[config.mk]
export PLATFORM = sky130hd
export DESIGN_NAME = http_header_field_validator_top
export DESIGN_NICKNAME = d
export VERILOG_FILES = /design/src/hw/rtl/hhfv_pkg.sv /design/src/hw/rtl/hhfv_ctrl.sv /design/src/hw/rtl/hhfv_dp.sv /design/src/hw/rtl/http_header_field_validator_top.sv
export VERILOG_INCLUDE_DIRS = /design/src /design/src/hw/rtl
export SDC_FILE = /design/constraint.sdc
export NUM_CORES = 1
export LEC_CHECK = 0
export ABC_AREA = 1
export BUFFER_PORTS_ARGS = -buffer_cell sky130_fd_sc_hd__buf_2
export CORE_ASPECT_RATIO = 1.75
export CORE_MARGIN = 2
export CORE_UTILIZATION = 40
export DETAILED_ROUTE_END_ITERATION = 8
export PLACE_DENSITY = 0.66
export SLEW_MARGIN = 30
export SYNTH_ARGS = -nofsm -noshare
export SYNTH_HDL_FRONTEND = slang
export SYNTH_SLANG_ARGS = --single-unit
[constraint.sdc]
create_clock -name clk -period 4.8 [get_ports clk]
set_input_delay 0.96 -clock clk [delete_from_list [all_inputs] [get_ports clk]]
set_output_delay 0.96 -clock clk [all_outputs]
set_load 0.02 [all_outputs]
[src/hw/rtl/assert_macros.svh]
// Assertion helpers shared by the RTL files.
// Each macro expects clk and arst_n in scope.
`ifndef ASSERT_MACROS_SVH
`define ASSERT_MACROS_SVH

// Check a property on every clock edge outside reset.
`define ASSERT_CLK(label, prop, msg) \
	label: assert property (@(posedge clk) disable iff (!arst_n) (prop)) else $error(msg);

// Check that a condition implies another in the same cycle.
`define ASSERT_IMPL(label, ante, cons, msg) \
	label: assert property (@(posedge clk) disable iff (!arst_n) (ante) |-> (cons)) \
	else $error(msg);

// Check that a condition implies another in the next cycle.
`define ASSERT_NEXT(label, ante, cons, msg) \
	label: assert property (@(posedge clk) disable iff (!arst_n) (ante) |=> (cons)) \
	else $error(msg);

`endif

[src/hw/rtl/hhfv_pkg.sv]
package hhfv_pkg;

	// Item modes
	localparam logic [1:0] MODE_NAME  = 2'd0;
	localparam logic [1:0] MODE_VALUE = 2'd1;
	localparam logic [1:0] MODE_END   = 2'd2;
	localparam logic [1:0] MODE_NONE  = 2'd3;

	// Result kinds
	localparam logic KIND_BYTE    = 1'b0;
	localparam logic KIND_VERDICT = 1'b1;

	// Verdict status codes
	localparam logic [2:0] STATUS_OK         = 3'd0;
	localparam logic [2:0] STATUS_EMPTY_NAME = 3'd1;
	localparam logic [2:0] STATUS_BAD_NAME   = 3'd2;
	localparam logic [2:0] STATUS_BAD_VALUE  = 3'd3;
	localparam logic [2:0] STATUS_WS_REJECT  = 3'd4;
	localparam logic [2:0] STATUS_RUN_OVF    = 3'd5;

	// Configuration register indexes
	localparam logic [1:0] CFG_UNDERSCORE    = 2'd0;
	localparam logic [1:0] CFG_REJECT_CLIENT = 2'd1;
	localparam logic [1:0] CFG_REJECT_UPSTR  = 2'd2;

	// Character codes
	localparam logic [7:0] CH_NUL        = 8'h00;
	localparam logic [7:0] CH_TAB        = 8'h09;
	localparam logic [7:0] CH_LF         = 8'h0a;
	localparam logic [7:0] CH_CR         = 8'h0d;
	localparam logic [7:0] CH_SPACE      = 8'h20;
	localparam logic [7:0] CH_DASH       = 8'h2d;
	localparam logic [7:0] CH_COLON      = 8'h3a;
	localparam logic [7:0] CH_UNDERSCORE = 8'h5f;
	localparam logic [7:0] CH_DEL        = 8'h7f;

	typedef struct packed {
		logic [1:0] mode;
		logic [7:0] data;
		logic       from_client;
	} item_t;

	typedef struct packed {
		logic        kind;
		logic [7:0]  out_byte;
		logic [2:0]  status;
		logic        odd_name;
		logic [15:0] value_length;
		logic        last;
	} result_t;

	typedef enum logic [1:0] {
		S_IDLE,
		S_FETCH,
		S_DRAIN,
		S_EMIT
	} ctrl_state_t;

	// Controller to datapath
	typedef struct packed {
		logic take;
		logic drain_load;
		logic emit_load;
	} dp_cmd_t;

	// Datapath to controller
	typedef struct packed {
		logic drain_req;
		logic emit_req;
		logic drain_last;
		logic out_free;
	} dp_stat_t;

	// First error wins, but a bad value replaces a whitespace or overflow status
	function automatic logic [2:0] raise_status(input logic [2:0] cur, input logic [2:0] code);
		logic [2:0] res;
		res = cur;
		if (cur == STATUS_OK ||
				(code == STATUS_BAD_VALUE &&
				(cur == STATUS_WS_REJECT || cur == STATUS_RUN_OVF))) begin
			res = code;
		end
		return res;
	endfunction

endpackage

[src/hw/rtl/hhfv_ctrl.sv]
`include "assert_macros.svh"

module hhfv_ctrl import hhfv_pkg::*; (
	input  logic     clk,
	input  logic     arst_n,
	input  logic     item_valid,
	output logic     item_stall,
	input  dp_stat_t stat,
	output dp_cmd_t  cmd
);

	ctrl_state_t state_q;
	ctrl_state_t state_d;

	// Hold state
	always_ff @(posedge clk or negedge arst_n) begin
		if (!arst_n) begin
			state_q <= S_IDLE;
		end else begin
			state_q <= state_d;
		end
	end

	// Advance from idle through fetch and drain to emit, or straight to emit
	always_comb begin
		state_d = state_q;
		unique case (state_q)
			S_IDLE: begin
				if (item_valid) begin
					if (stat.drain_req) begin
						state_d = S_FETCH;
					end else if (stat.emit_req) begin
						state_d = S_EMIT;
					end
				end
			end
			S_FETCH: begin
				state_d = S_DRAIN;
			end
			S_DRAIN: begin
				if (stat.out_free && stat.drain_last) begin
					state_d = S_EMIT;
				end
			end
			S_EMIT: begin
				if (stat.out_free) begin
					state_d = S_IDLE;
				end
			end
			default: begin
				state_d = S_IDLE;
			end
		endcase
	end

	// Drive commands
	always_comb begin
		item_stall     = (state_q != S_IDLE);
		cmd.take       = item_valid && (state_q == S_IDLE);
		cmd.drain_load = (state_q == S_DRAIN) && stat.out_free;
		cmd.emit_load  = (state_q == S_EMIT) && stat.out_free;
	end

	`ASSERT_NEXT(a_fetch_then_drain, state_q == S_FETCH, state_q == S_DRAIN, "fetch not followed by drain")
	`ASSERT_NEXT(a_emit_done_idle, cmd.emit_load, state_q == S_IDLE, "emit load did not return to idle")
	`ASSERT_IMPL(a_take_unstalled, cmd.take, !item_stall, "item taken while stalled")

endmodule

[src/hw/rtl/hhfv_dp.sv]
`include "assert_macros.svh"

module hhfv_dp import hhfv_pkg::*; #(
	parameter int MAX_SPACE_RUN = 63,
	parameter int LENGTH_BITS   = 16
) (
	input  logic       clk,
	input  logic       arst_n,
	input  logic       cfg_we,
	input  logic [1:0] cfg_index,
	input  logic       cfg_data,
	input  item_t      item,
	input  logic       result_stall,
	output logic       result_valid,
	output result_t    result,
	input  dp_cmd_t    cmd,
	output dp_stat_t   stat
);

	localparam int CNT_W = $clog2(MAX_SPACE_RUN + 1);
	localparam int IDX_W = (MAX_SPACE_RUN > 1) ? $clog2(MAX_SPACE_RUN) : 1;
	localparam logic [CNT_W-1:0] RUN_MAX = CNT_W'(MAX_SPACE_RUN);
	localparam logic [LENGTH_BITS-1:0] LEN_SAT = {LENGTH_BITS{1'b1}};

	// Configuration registers
	logic cfg_underscore_q;
	logic cfg_reject_client_q;
	logic cfg_reject_upstr_q;

	// Per-header state
	logic                   in_header_q;
	logic                   first_name_q;
	logic                   name_seen_q;
	logic                   client_q;
	logic                   reject_q;
	logic [2:0]             err_q;
	logic                   odd_q;
	logic                   content_q;
	logic [CNT_W-1:0]       run_cnt_q;
	logic [LENGTH_BITS-1:0] len_q;

	// Drain and output
	logic             run_mem [MAX_SPACE_RUN];
	logic [CNT_W-1:0] drain_total_q;
	logic [CNT_W-1:0] drain_idx_q;
	logic             rd_q;
	result_t          pend_q;
	result_t          out_q;
	logic             out_valid_q;

	// Item decode
	logic             client_eff;
	logic             reject_eff;
	logic [7:0]       b;
	logic             is_ws;
	logic             is_bad_val;
	logic             name_ok;
	logic             name_bad;
	logic             is_name;
	logic             is_val;
	logic             is_end;
	logic             colon_skip;
	logic             val_content;
	logic             ws_emit;
	logic             ws_hold;
	logic [2:0]       raise_code;
	logic [2:0]       err_d;
	logic [2:0]       verdict_status;
	logic [LENGTH_BITS+15:0] len_ext;
	logic [15:0]      len_out;
	logic [CNT_W-1:0] idx_inc;
	logic [CNT_W-1:0] rd_addr;
	logic             load;
	result_t          drain_res;
	result_t          load_res;
	result_t          byte_res;
	result_t          verdict_res;

	// Classify the offered item
	always_comb begin
		client_eff  = in_header_q ? client_q : item.from_client;
		reject_eff  = in_header_q ? reject_q :
			(item.from_client ? cfg_reject_client_q : cfg_reject_upstr_q);
		b           = item.data;
		is_name     = (item.mode == MODE_NAME);
		is_val      = (item.mode == MODE_VALUE);
		is_end      = (item.mode == MODE_END);
		is_ws       = (b == CH_SPACE) || (b == CH_TAB);
		is_bad_val  = (b == CH_NUL) || (b == CH_LF) || (b == CH_CR);
		name_ok     = client_eff && (((b >= 8'h61) && (b <= 8'h7a)) || (b == CH_DASH) ||
			((b >= 8'h30) && (b <= 8'h39)) || ((b == CH_UNDERSCORE) && cfg_underscore_q));
		name_bad    = (b <= CH_SPACE) || (b == CH_DEL) || (b == CH_COLON) ||
			((b >= 8'h41) && (b <= 8'h5a));
		colon_skip  = first_name_q && (b == CH_COLON);
		val_content = is_val && !is_ws;
		ws_emit     = is_val && is_ws && content_q && reject_eff;
		ws_hold     = is_val && is_ws && content_q && !reject_eff && (run_cnt_q < RUN_MAX);
	end

	// Pick the status this item raises
	always_comb begin
		raise_code = STATUS_OK;
		priority if (is_name && !colon_skip && !name_ok && name_bad) begin
			raise_code = STATUS_BAD_NAME;
		end else if (is_val && is_bad_val) begin
			raise_code = STATUS_BAD_VALUE;
		end else if (is_val && is_ws && !content_q && reject_eff) begin
			raise_code = STATUS_WS_REJECT;
		end else if (is_val && is_ws && content_q && !reject_eff && !ws_hold) begin
			raise_code = STATUS_RUN_OVF;
		end else begin
			raise_code = STATUS_OK;
		end
		err_d = (raise_code != STATUS_OK) ? raise_status(err_q, raise_code) : err_q;
	end

	// Build the verdict
	always_comb begin
		len_ext = {16'd0, len_q};
		len_out = (|len_ext[LENGTH_BITS+15:16]) ? 16'hffff : len_ext[15:0];
		verdict_status = name_seen_q ? err_q : STATUS_EMPTY_NAME;
		if (verdict_status == STATUS_OK && reject_eff && (run_cnt_q != '0)) begin
			verdict_status = STATUS_WS_REJECT;
		end
		byte_res = '0;
		byte_res.kind = KIND_BYTE;
		byte_res.out_byte = b;
		verdict_res = '0;
		verdict_res.kind = KIND_VERDICT;
		verdict_res.status = verdict_status;
		verdict_res.odd_name = client_eff && odd_q;
		verdict_res.value_length = len_out;
		verdict_res.last = 1'b1;
	end

	// Drain read and output selection
	always_comb begin
		idx_inc  = drain_idx_q + CNT_W'(1);
		stat.drain_last = (idx_inc == drain_total_q);
		stat.out_free   = !out_valid_q || !result_stall;
		stat.drain_req  = val_content && !reject_eff && (run_cnt_q != '0);
		stat.emit_req   = ws_emit || val_content || is_end;
		rd_addr  = (cmd.drain_load && !stat.drain_last) ? idx_inc : drain_idx_q;
		drain_res = '0;
		drain_res.kind = KIND_BYTE;
		drain_res.out_byte = rd_q ? CH_TAB : CH_SPACE;
		load     = cmd.drain_load || cmd.emit_load;
		load_res = cmd.drain_load ? drain_res : pend_q;
	end

	// Hold configuration
	always_ff @(posedge clk or negedge arst_n) begin
		if (!arst_n) begin
			cfg_underscore_q    <= 1'b0;
			cfg_reject_client_q <= 1'b0;
			cfg_reject_upstr_q  <= 1'b0;
		end else if (cfg_we) begin
			unique case (cfg_index)
				CFG_UNDERSCORE:    cfg_underscore_q    <= cfg_data;
				CFG_REJECT_CLIENT: cfg_reject_client_q <= cfg_data;
				CFG_REJECT_UPSTR:  cfg_reject_upstr_q  <= cfg_data;
				default: begin
				end
			endcase
		end
	end

	// Update header state on each taken item other than mode 3, and the drain index and length on loads
	always_ff @(posedge clk or negedge arst_n) begin
		if (!arst_n) begin
			in_header_q   <= 1'b0;
			first_name_q  <= 1'b1;
			name_seen_q   <= 1'b0;
			client_q      <= 1'b0;
			reject_q      <= 1'b0;
			err_q         <= STATUS_OK;
			odd_q         <= 1'b0;
			content_q     <= 1'b0;
			run_cnt_q     <= '0;
			len_q         <= '0;
			drain_total_q <= '0;
			drain_idx_q   <= '0;
		end else begin
			if (cmd.drain_load) begin
				drain_idx_q <= idx_inc;
			end
			if (load && (load_res.kind == KIND_BYTE) && (len_q != LEN_SAT)) begin
				len_q <= len_q + LENGTH_BITS'(1);
			end
			if (cmd.take && (item.mode != MODE_NONE)) begin
				if (is_end) begin
					in_header_q  <= 1'b0;
					first_name_q <= 1'b1;
					name_seen_q  <= 1'b0;
					client_q     <= 1'b0;
					reject_q     <= 1'b0;
					err_q        <= STATUS_OK;
					odd_q        <= 1'b0;
					content_q    <= 1'b0;
					run_cnt_q    <= '0;
					len_q        <= '0;
				end else begin
					in_header_q <= 1'b1;
					client_q    <= client_eff;
					reject_q    <= reject_eff;
					err_q       <= err_d;
					if (is_name) begin
						name_seen_q  <= 1'b1;
						first_name_q <= 1'b0;
						if (!colon_skip && (err_q == STATUS_OK) && !name_ok && !name_bad &&
								client_eff) begin
							odd_q <= 1'b1;
						end
					end
					if (ws_emit && (run_cnt_q < RUN_MAX)) begin
						run_cnt_q <= run_cnt_q + CNT_W'(1);
					end
					if (ws_hold) begin
						run_cnt_q <= run_cnt_q + CNT_W'(1);
					end
					if (val_content) begin
						drain_total_q <= run_cnt_q;
						drain_idx_q   <= '0;
						run_cnt_q     <= '0;
						content_q     <= 1'b1;
					end
				end
			end
		end
	end

	// Store held whitespace, read the run store, latch the pending result and load the output
	always_ff @(posedge clk) begin
		if (cmd.take && ws_hold) begin
			run_mem[run_cnt_q[IDX_W-1:0]] <= (b == CH_TAB);
		end
		rd_q <= run_mem[rd_addr[IDX_W-1:0]];
		if (cmd.take) begin
			pend_q <= is_end ? verdict_res : byte_res;
		end
		if (load) begin
			out_q <= load_res;
		end
	end

	// Output word valid
	always_ff @(posedge clk or negedge arst_n) begin
		if (!arst_n) begin
			out_valid_q <= 1'b0;
		end else if (load) begin
			out_valid_q <= 1'b1;
		end else if (!result_stall) begin
			out_valid_q <= 1'b0;
		end
	end

	assign result_valid = out_valid_q;
	assign result       = out_q;

	`ASSERT_CLK(a_run_bound, run_cnt_q <= RUN_MAX, "held run count above limit")
	`ASSERT_IMPL(a_load_free, load, !out_valid_q || !result_stall, "output overwritten")
	`ASSERT_IMPL(a_drain_range, cmd.drain_load, drain_idx_q < drain_total_q, "drain past run")

endmodule

[src/hw/rtl/http_header_field_validator_top.sv]
// HTTP header field validator. Feed one header as name words (mode 0), value
// words (mode 1) and one end word (mode 2); mode 3 words are taken and ignored.
// Value words come back stripped of leading and trailing space/tab (or, in
// reject mode, with leading ones dropped, the rest kept, and a whitespace
// status if there was leading or trailing space/tab), then one verdict word
// with last set; a nonzero verdict status means the streamed bytes are to be
// dropped. Name words, held or dropped whitespace words and mode 3 words give
// no output and leave the block idle. A word with output is taken, then loaded
// when the output register is free; a content byte that releases a held run
// is taken, then passes fetch, drain and emit, the run read back through a
// registered read one entry per cycle while the output is free. Configuration
// writes are always accepted and must only be issued while the block is idle.
module http_header_field_validator_top import hhfv_pkg::*; #(
	parameter int MAX_SPACE_RUN = 63,
	parameter int LENGTH_BITS   = 16
) (
	input  logic       clk,
	input  logic       arst_n,
	input  logic       cfg_valid,
	output logic       cfg_ready,
	input  logic [1:0] cfg_index,
	input  logic       cfg_data,
	input  logic       item_valid,
	output logic       item_stall,
	input  item_t      item,
	output logic       result_valid,
	input  logic       result_stall,
	output result_t    result
);

	dp_cmd_t  cmd;
	dp_stat_t stat;
	logic     cfg_we;

	// Take register writes in any cycle
	assign cfg_ready = 1'b1;
	assign cfg_we    = cfg_valid && cfg_ready;

	hhfv_ctrl u_ctrl (
		.clk        (clk),
		.arst_n     (arst_n),
		.item_valid (item_valid),
		.item_stall (item_stall),
		.stat       (stat),
		.cmd        (cmd)
	);

	hhfv_dp #(
		.MAX_SPACE_RUN (MAX_SPACE_RUN),
		.LENGTH_BITS   (LENGTH_BITS)
	) u_dp (
		.clk          (clk),
		.arst_n       (arst_n),
		.cfg_we       (cfg_we),
		.cfg_index    (cfg_index),
		.cfg_data     (cfg_data),
		.item         (item),
		.result_stall (result_stall),
		.result_valid (result_valid),
		.result       (result),
		.cmd          (cmd),
		.stat         (stat)
	);

endmodule

==> impl_results.md, run 1 <==
- Status: finished clean
- Max Fclk: 0.308 GHz
- Fillcell total: 1975
- Remaining DRCs: 0
- Die Wd: 113 microns
- First-pass GRT wire length: 30.4 mm
- CTS tree: yes
- Most common cell after layout, fill and taps aside: nor2_1
- CTS Buf Count: 17
- Antenna Cells: 0
- Ports: 52
- Starting Density: 40.5%
- Maxcap violations: 0
- Crit. End Element: register
- Unrepaired setup endpoints after global routing: no
- Clock Sinks: 173
- Core area: 20700 sq um
- Adder-Cell Fraction of Synth Area: 1.20%
- Post-route ant nets: 0
- Mux contribution to synthesized area: 0.135%
- PortBufs: 50
- Synth Area in XOR/XNOR: 0.628%
- Vias in the first global route: 6280
- Final #Nets: 1004
- Synthesized area: 8360 sq um
- WP buf/inv: 2
- GPL Wtd Cong: 0.855
- Initial antenna violation count: 0
- CTS max path bufs: 2
- Leak pwr: 0.00402 uW
- Worst min-delay path class: register to register
- #FFs+latches synth: 173
- Hold_sp: u_dp.len_out[15]
- Worst r2r dst: u_dp.rd_q
- Clock Skew: 0.00961 ns
- Final Hold Violating Endpoints: 0
- Min Hold Slack: 0.478 ns
- Vias per cell: 5.16
- Postcts setup bufs: 0
- Slew HR: 41.8%
- # rows: 70
- Compound-cell area share of the yosys netlist: 6.00%
- Synth Flop Type: edfxtp_1
- Mapped Cells: between 900 and 1k
- Maximum VDD drop: 0.000336 V
- Hpwl dp: 13.5 mm
- Period utilization: 67.6%
- Hold buffers post-CTS: 0
- CP peak stage delay: around 0.45 ns
- CP cell instances: ha_1, inv_1, nand2_1, nand2_1, nor2_1, nand3_1, nor2_2, nand3_2, nand3_1, buf_4, nand2_2, nand2_1, nand2_1, nand2_1, nand3_1, nand3_1, nand3_1, nand3_1, nand2_1
- P per Cell Area: 620 nW/um^2
- Most frequent cells in the layout: 161 x nor2_1, 154 x nand2_1, 139 x inv_1
- Setup Crit Path Kind: register to register
- Syn avg cell area: 9.06 sq um
- Main combinational cell family by area after synthesis: simple AND/OR/NAND/NOR gates
- Synth cell types: 42
- Post-synthesis simple-gate area fraction: 24.9%
- Reg clk slew, reported paths: about 0.07 ns
- Setup_tns: 0 ns
- Seq/Total Area, Yosys: 59.0%
- Met2 Track Usage GR: 34.8%
- Arrival time worst endpoint: roughly 3.6 ns
- Reg2Reg Depth: 19
- Die Area: 22100 sq um
- Critical path's slowest cell: dfrtp_1
- Worst Setup EP: u_dp.rd_q
- Startpoint types: register
- Final Critical Period: between 3 and 4 ns
- Fin. max-slew vios: 0
- Global route overflow: 0
- Tightest Pin Transition: just under 0.9 ns
- P&R area growth vs syn: 13.8%
- Async S/R FF share, synth: between 20 and 30%
- Top fanout value on the critical path: 32
- Synth Net Count: 950
- Via count: 6406
- Setup violations, final: 0
- DIE HEIGHT: between 150 and 200 microns
- Worst EP required: 5.14 ns
- Post-synth EDFFs: 122
- Largest net degree at the start of global routing: 64
- Share of cells above drive strength 1: 11.3%
- Met1 Use GR: 17.4%
- CP delay by family, top: simple AND/OR/NAND/NOR gates
- Worst reg-to-reg setup slack: 1.55 ns
- Wire length per cell: around 15 microns
- H-tree Lvls: 4
- First DRT Iteration DRCs: between 300 and 400
- Met3 usage in global routing: 3.13%
- First drt pass iteration count: 7
- Synth Warn #: 0
- Critical Path Source: u_dp.drain_idx_q[0]
- Clock Latency Late Sink: 0.44 ns
- Busiest grt layer: met2
- Reg2reg start: u_dp.drain_idx_q[0]
- Drt total wl: just under 20 mm
- Gr usage total: 17.8%
- Clock root cell: clkbuf_16
- WP depth: 19
- CTS resizes: 0
==> cells in the mapped netlist, types with 4 or more instances <==
master | count | area, sq um
edfxtp_1 | 122 | 3660
nand4_1 | 13 | 81.3
nor3_1 | 18 | 90.1
buf_4 | 5 | 37.5
nand2_1 | 154 | 578
inv_1 | 139 | 522
clkbuf_1 | 10 | 37.5
o22ai_1 | 4 | 25.0
nor2_1 | 162 | 608
ha_1 | 8 | 100
nor2_2 | 4 | 25.0
nand3_1 | 108 | 541
nand3b_1 | 9 | 67.6
o21ai_0 | 42 | 210
xor2_1 | 6 | 52.6
a21oi_1 | 18 | 90.1
buf_2 | 8 | 40.0
dfrtp_1 | 49 | 1230
a211oi_1 | 5 | 37.5
==> where the power goes <==
group	switching, uW	internal (uW)
logic	1560	633
registers	219	2010
clock network	575	913
total	2350	3560
==> layout make-up <==
type                            count  area (sq um)  area share (%)
Timing Repair Buffer               60           325            3.42
Clock buffer                       22           474            4.98
Multi-Input combinational cell    581          2770            29.1
Tap cell                          252           315            3.31
Clock inverter                     10           161            1.70
Inverter                          144           541            5.68
Sequential cell                   173          4940            51.8
==> metrics by stage <==
step           total power (uW)  util, %  instances  area, sq um  setup slack [ns]
2_1_floorplan              3790        -        923         8360             0.811
3_3_place_gp               4440     43.0       1210         8880              1.39
3_5_place_dp               4460     43.0       1210         8880              1.36
4_1_cts                    5950     46.1       1242         9520              1.52
5_1_grt                    6280     46.1       1242         9520              1.21
6_report                   5910     46.1       1242         9520              1.55
==> metal layers <==
metal	vias to the layer above	wire (microns)
met5	-	0
met4	0	730
met3	51	733
met2	169	10800
met1	3044	6900
li1	3142	-
==> worst min-delay path by stage <==
stage / to / slack (ns) / cells after the start
3_3_place_gp: u_dp.len_out[15] / 0.46 / 1
2_1_floorplan: u_dp.len_out[15] / 0.43 / 1
4_1_cts: u_dp.len_out[15] / 0.47 / 1
5_1_grt: u_dp.len_out[15] / 0.50 / 1
6_report: u_dp.len_out[15] / 0.48 / 1
3_5_place_dp: u_dp.len_out[15] / 0.47 / 1
==> logic make-up after synthesis <==
family / after synthesis
compound gates: 87
xor+xnor: 6
fa+ha+maj: 8
buf+inv: 169
flops: 173
mux: 1
other cells: 1
simple gates: 478
==> state kept, by name (all words and copies together), names as in the netlist, 2 cells and up <==
register	flops
u_ctrl.state_q	2
u_dp.pend_q	29
u_dp.result	30
u_dp.run_mem	63
u_dp.drain_idx_q	6
u_dp.err_q	3
u_dp.len_out	16
u_dp.drain_total_q	6
u_dp.run_cnt_q	6
Power figures use the tool's default switching activity.
==> run 2: changes to the inputs <==
--- a/config.mk
+++ b/config.mk
@@ -12,7 +12,7 @@
 export CORE_MARGIN = 2
 export CORE_UTILIZATION = 40
 export DETAILED_ROUTE_END_ITERATION = 8
-export PLACE_DENSITY = 0.66
+export PLACE_DENSITY = 0.69
 export SLEW_MARGIN = 30
 export SYNTH_ARGS = -nofsm -noshare
 export SYNTH_HDL_FRONTEND = slang
==> constraint.sdc (replaced) <==
create_clock -name clk -period 2.9 [get_ports clk]
set_input_delay 0.58 -clock clk [delete_from_list [all_inputs] [get_ports clk]]
set_output_delay 0.58 -clock clk [all_outputs]
set_load 0.02 [all_outputs]
==> impl_results.md, run 2 (same netlist as run 1, synthesis figures left out) <==
- Worst EP required: 3.28 ns
- Critical path's slowest cell: o21ai_2
- Setup Crit Path Kind: register to register
- Worst r2r dst: u_dp.rd_q
- P&R area growth vs syn: 16.2%
- Startpoint types: register
- Gr usage total: 18.7%
- Global route overflow: 0
- Drt total wl: roughly 20 mm
- Remaining DRCs: 0
- Postcts setup bufs: 0
- Die Area: 22100 sq um
- # rows: 70
- CP cell instances: ha_1, inv_1, nand2_1, nand2_1, nor2_1, nand3_1, nor2_2, nand3_2, nand2_4, o21ai_2, nand3_1, nand3_1, nand3_1, nand3_1, nand3_1, nand2_1
- Crit. End Element: register
- Pint: 6080 uW
- Fin. max-slew vios: 0
- Max Fclk: 0.366 GHz
- Clock root cell: clkbuf_16
- Worst reg-to-reg setup slack: 0.17 ns
- PortBufs: 50
- Comb pwr share: 38.1%
- Arrival time worst endpoint: 3.11 ns
- Starting Density: between 40% and 50%
- First DRT Iteration DRCs: around 370
- Final Critical Period: 2.73 ns
- Tightest Pin Transition: about 0.81 ns
- GPL Wtd Cong: between 0.8 and 0.9
- Maximum VDD drop: 0.000510 V
- CTS tree: yes
- Slew HR: 45.8%
- Die Wd: 113 microns
- Largest net degree at the start of global routing: 64
- Fillcell total: 1961
- DIE HEIGHT: 195 microns
- Ports: between 50 and 60
- Period utilization: a little over nine tenths
- Top fanout value on the critical path: 16
- P per Cell Area: slightly above 1000 nW/um^2
- Sequential power share: 36.6%
- NetSw: 3990 uW
- Most frequent cells in the layout: 161 x nor2_1, 154 x nand2_1, 139 x inv_1
- Switching share of total power: 39.6%
- Reg2reg start: u_dp.drain_idx_q[0]
- Final core occ: 47.0%
- Core area: 20700 sq um
- Share of cells above drive strength 1: between 10% and 20%
- Clock Latency Late Sink: 0.44 ns
- Critical Path Source: u_dp.drain_idx_q[0]
- Total Power: 10100 uW
- Vias in the first global route: 6379
- Antenna Cells: 0
- Reg clk slew, reported paths: 0.07 ns
- Unrepaired setup endpoints after global routing: yes
- Clock power share: 25.2%
- Max reg flops: 63
- Maxcap violations: 0
- CTS Buf Count: 17
- First-pass GRT wire length: 32.1 mm
- Post-route ant nets: 0
- First drt pass iteration count: 6
- Hpwl dp: roughly 14 mm
- H-tree Lvls: 4
- Status: finished clean
- Worst Setup EP: u_dp.rd_q
- Final Hold Violating Endpoints: 0
- Wire length per cell: 15.8 microns
- Most frequent CP cell: nand3_1
- Clock Sinks: between 150 and 200
- Setup violations, final: 0
- Vias per cell: 5.17
- Clock Skew: 0.00708 ns
- Leak pwr: 0.00413 uW
- Initial antenna violation count: 0
- CTS max path bufs: 2
- Reg2Reg Depth: 16
- Final #Nets: 1023
- CP peak stage delay: 0.62 ns
- Worst min-delay path class: input pin to async pin
- Most common cell after layout, fill and taps aside: nor2_1
- Via count: approximately 6.5k
## run 2: changes by cell type in the layout (fill, tap and decap cells not counted), moves of 2 or more
cell | previous run | this run
buf_4 | 10 | 27
clkinv_2 | 2 | 0
inv_6 | 1 | 4
clkbuf_8 | 3 | 1
nand2_4 | 0 | 2
buf_12 | 0 | 2
nand2_2 | 2 | 0
## run 2: cell type report
class | instances | area, sq um | area share [%]
Sequential cell | 173 | 4940 | 50.8
Multi-Input combinational cell | 581 | 2780 | 28.6
Clock buffer | 20 | 447 | 4.60
Clock inverter | 12 | 208 | 2.14
Tap cell | 252 | 315 | 3.24
Timing Repair Buffer | 79 | 493 | 5.07
Inverter | 144 | 541 | 5.56
## run 2: worst min path at each step
stage	startpoint	end	slack [ns]	depth (start not counted)
6_report	arst_n	u_dp.len_out[4]	0.23	1
3_5_place_dp	u_dp.len_out[15]	u_dp.len_out[15]	0.47	1
2_1_floorplan	arst_n	u_ctrl.state_q[0]	0.28	0
4_1_cts	arst_n	u_dp.len_out[4]	0.26	1
3_3_place_gp	u_dp.len_out[15]	u_dp.len_out[15]	0.45	1
5_1_grt	arst_n	u_dp.len_out[6]	0.29	1
## run 2: through the flow
stage	hold WS [ns]	TNS, ns	setup WS (ns)	std cells	instance area (sq um)
after floorplan	0.284	0	0.335	923	8370
after global placement	0.453	0	0.160	1229	9050
after CTS	0.256	0	0.0536	1261	9710
after global routing	0.286	-0.0201	-0.0201	1261	9720
after detailed placement	0.471	0	0.0685	1229	9050
final	0.226	0	0.169	1261	9720
## run 2: power groups by stage
stage               Combinational [uW]  Sequential, uW  Clock [uW]
finish                            3840            3690        2540
global route                      4260            3740        2660
CTS                               3850            3690        2570
detailed placement                3830            3730           0
global placement                  3790            3730           0
floorplan                         2420            3870           0
## run 2: repair_timing
item / 4_1_cts / 5_1_grt
setup endpoints to repair: 0 / 3
gates resized for setup: 0 / 3
hold buffers: 0 / 0
## run 2: routing by layer
metal	track usage (%)	part of all wire, %	vias up	wire, microns
met5	0	0	-	0
met4	8.81	3.5	0	688
met3	3.32	4.2	44	833
met2	35.2	55	188	11000
met1	19.7	37	3097	7430
li1	-	-	3192	-
## run 2: worst max-delay path, delay by kind of cell, from the launching register on
kind,cells,cell delay (ns)
compound gates,1,0.62
fa+ha+maj,1,0.36
buf+inv,1,0.12
flops,1,0.39
simple gates,13,1.16
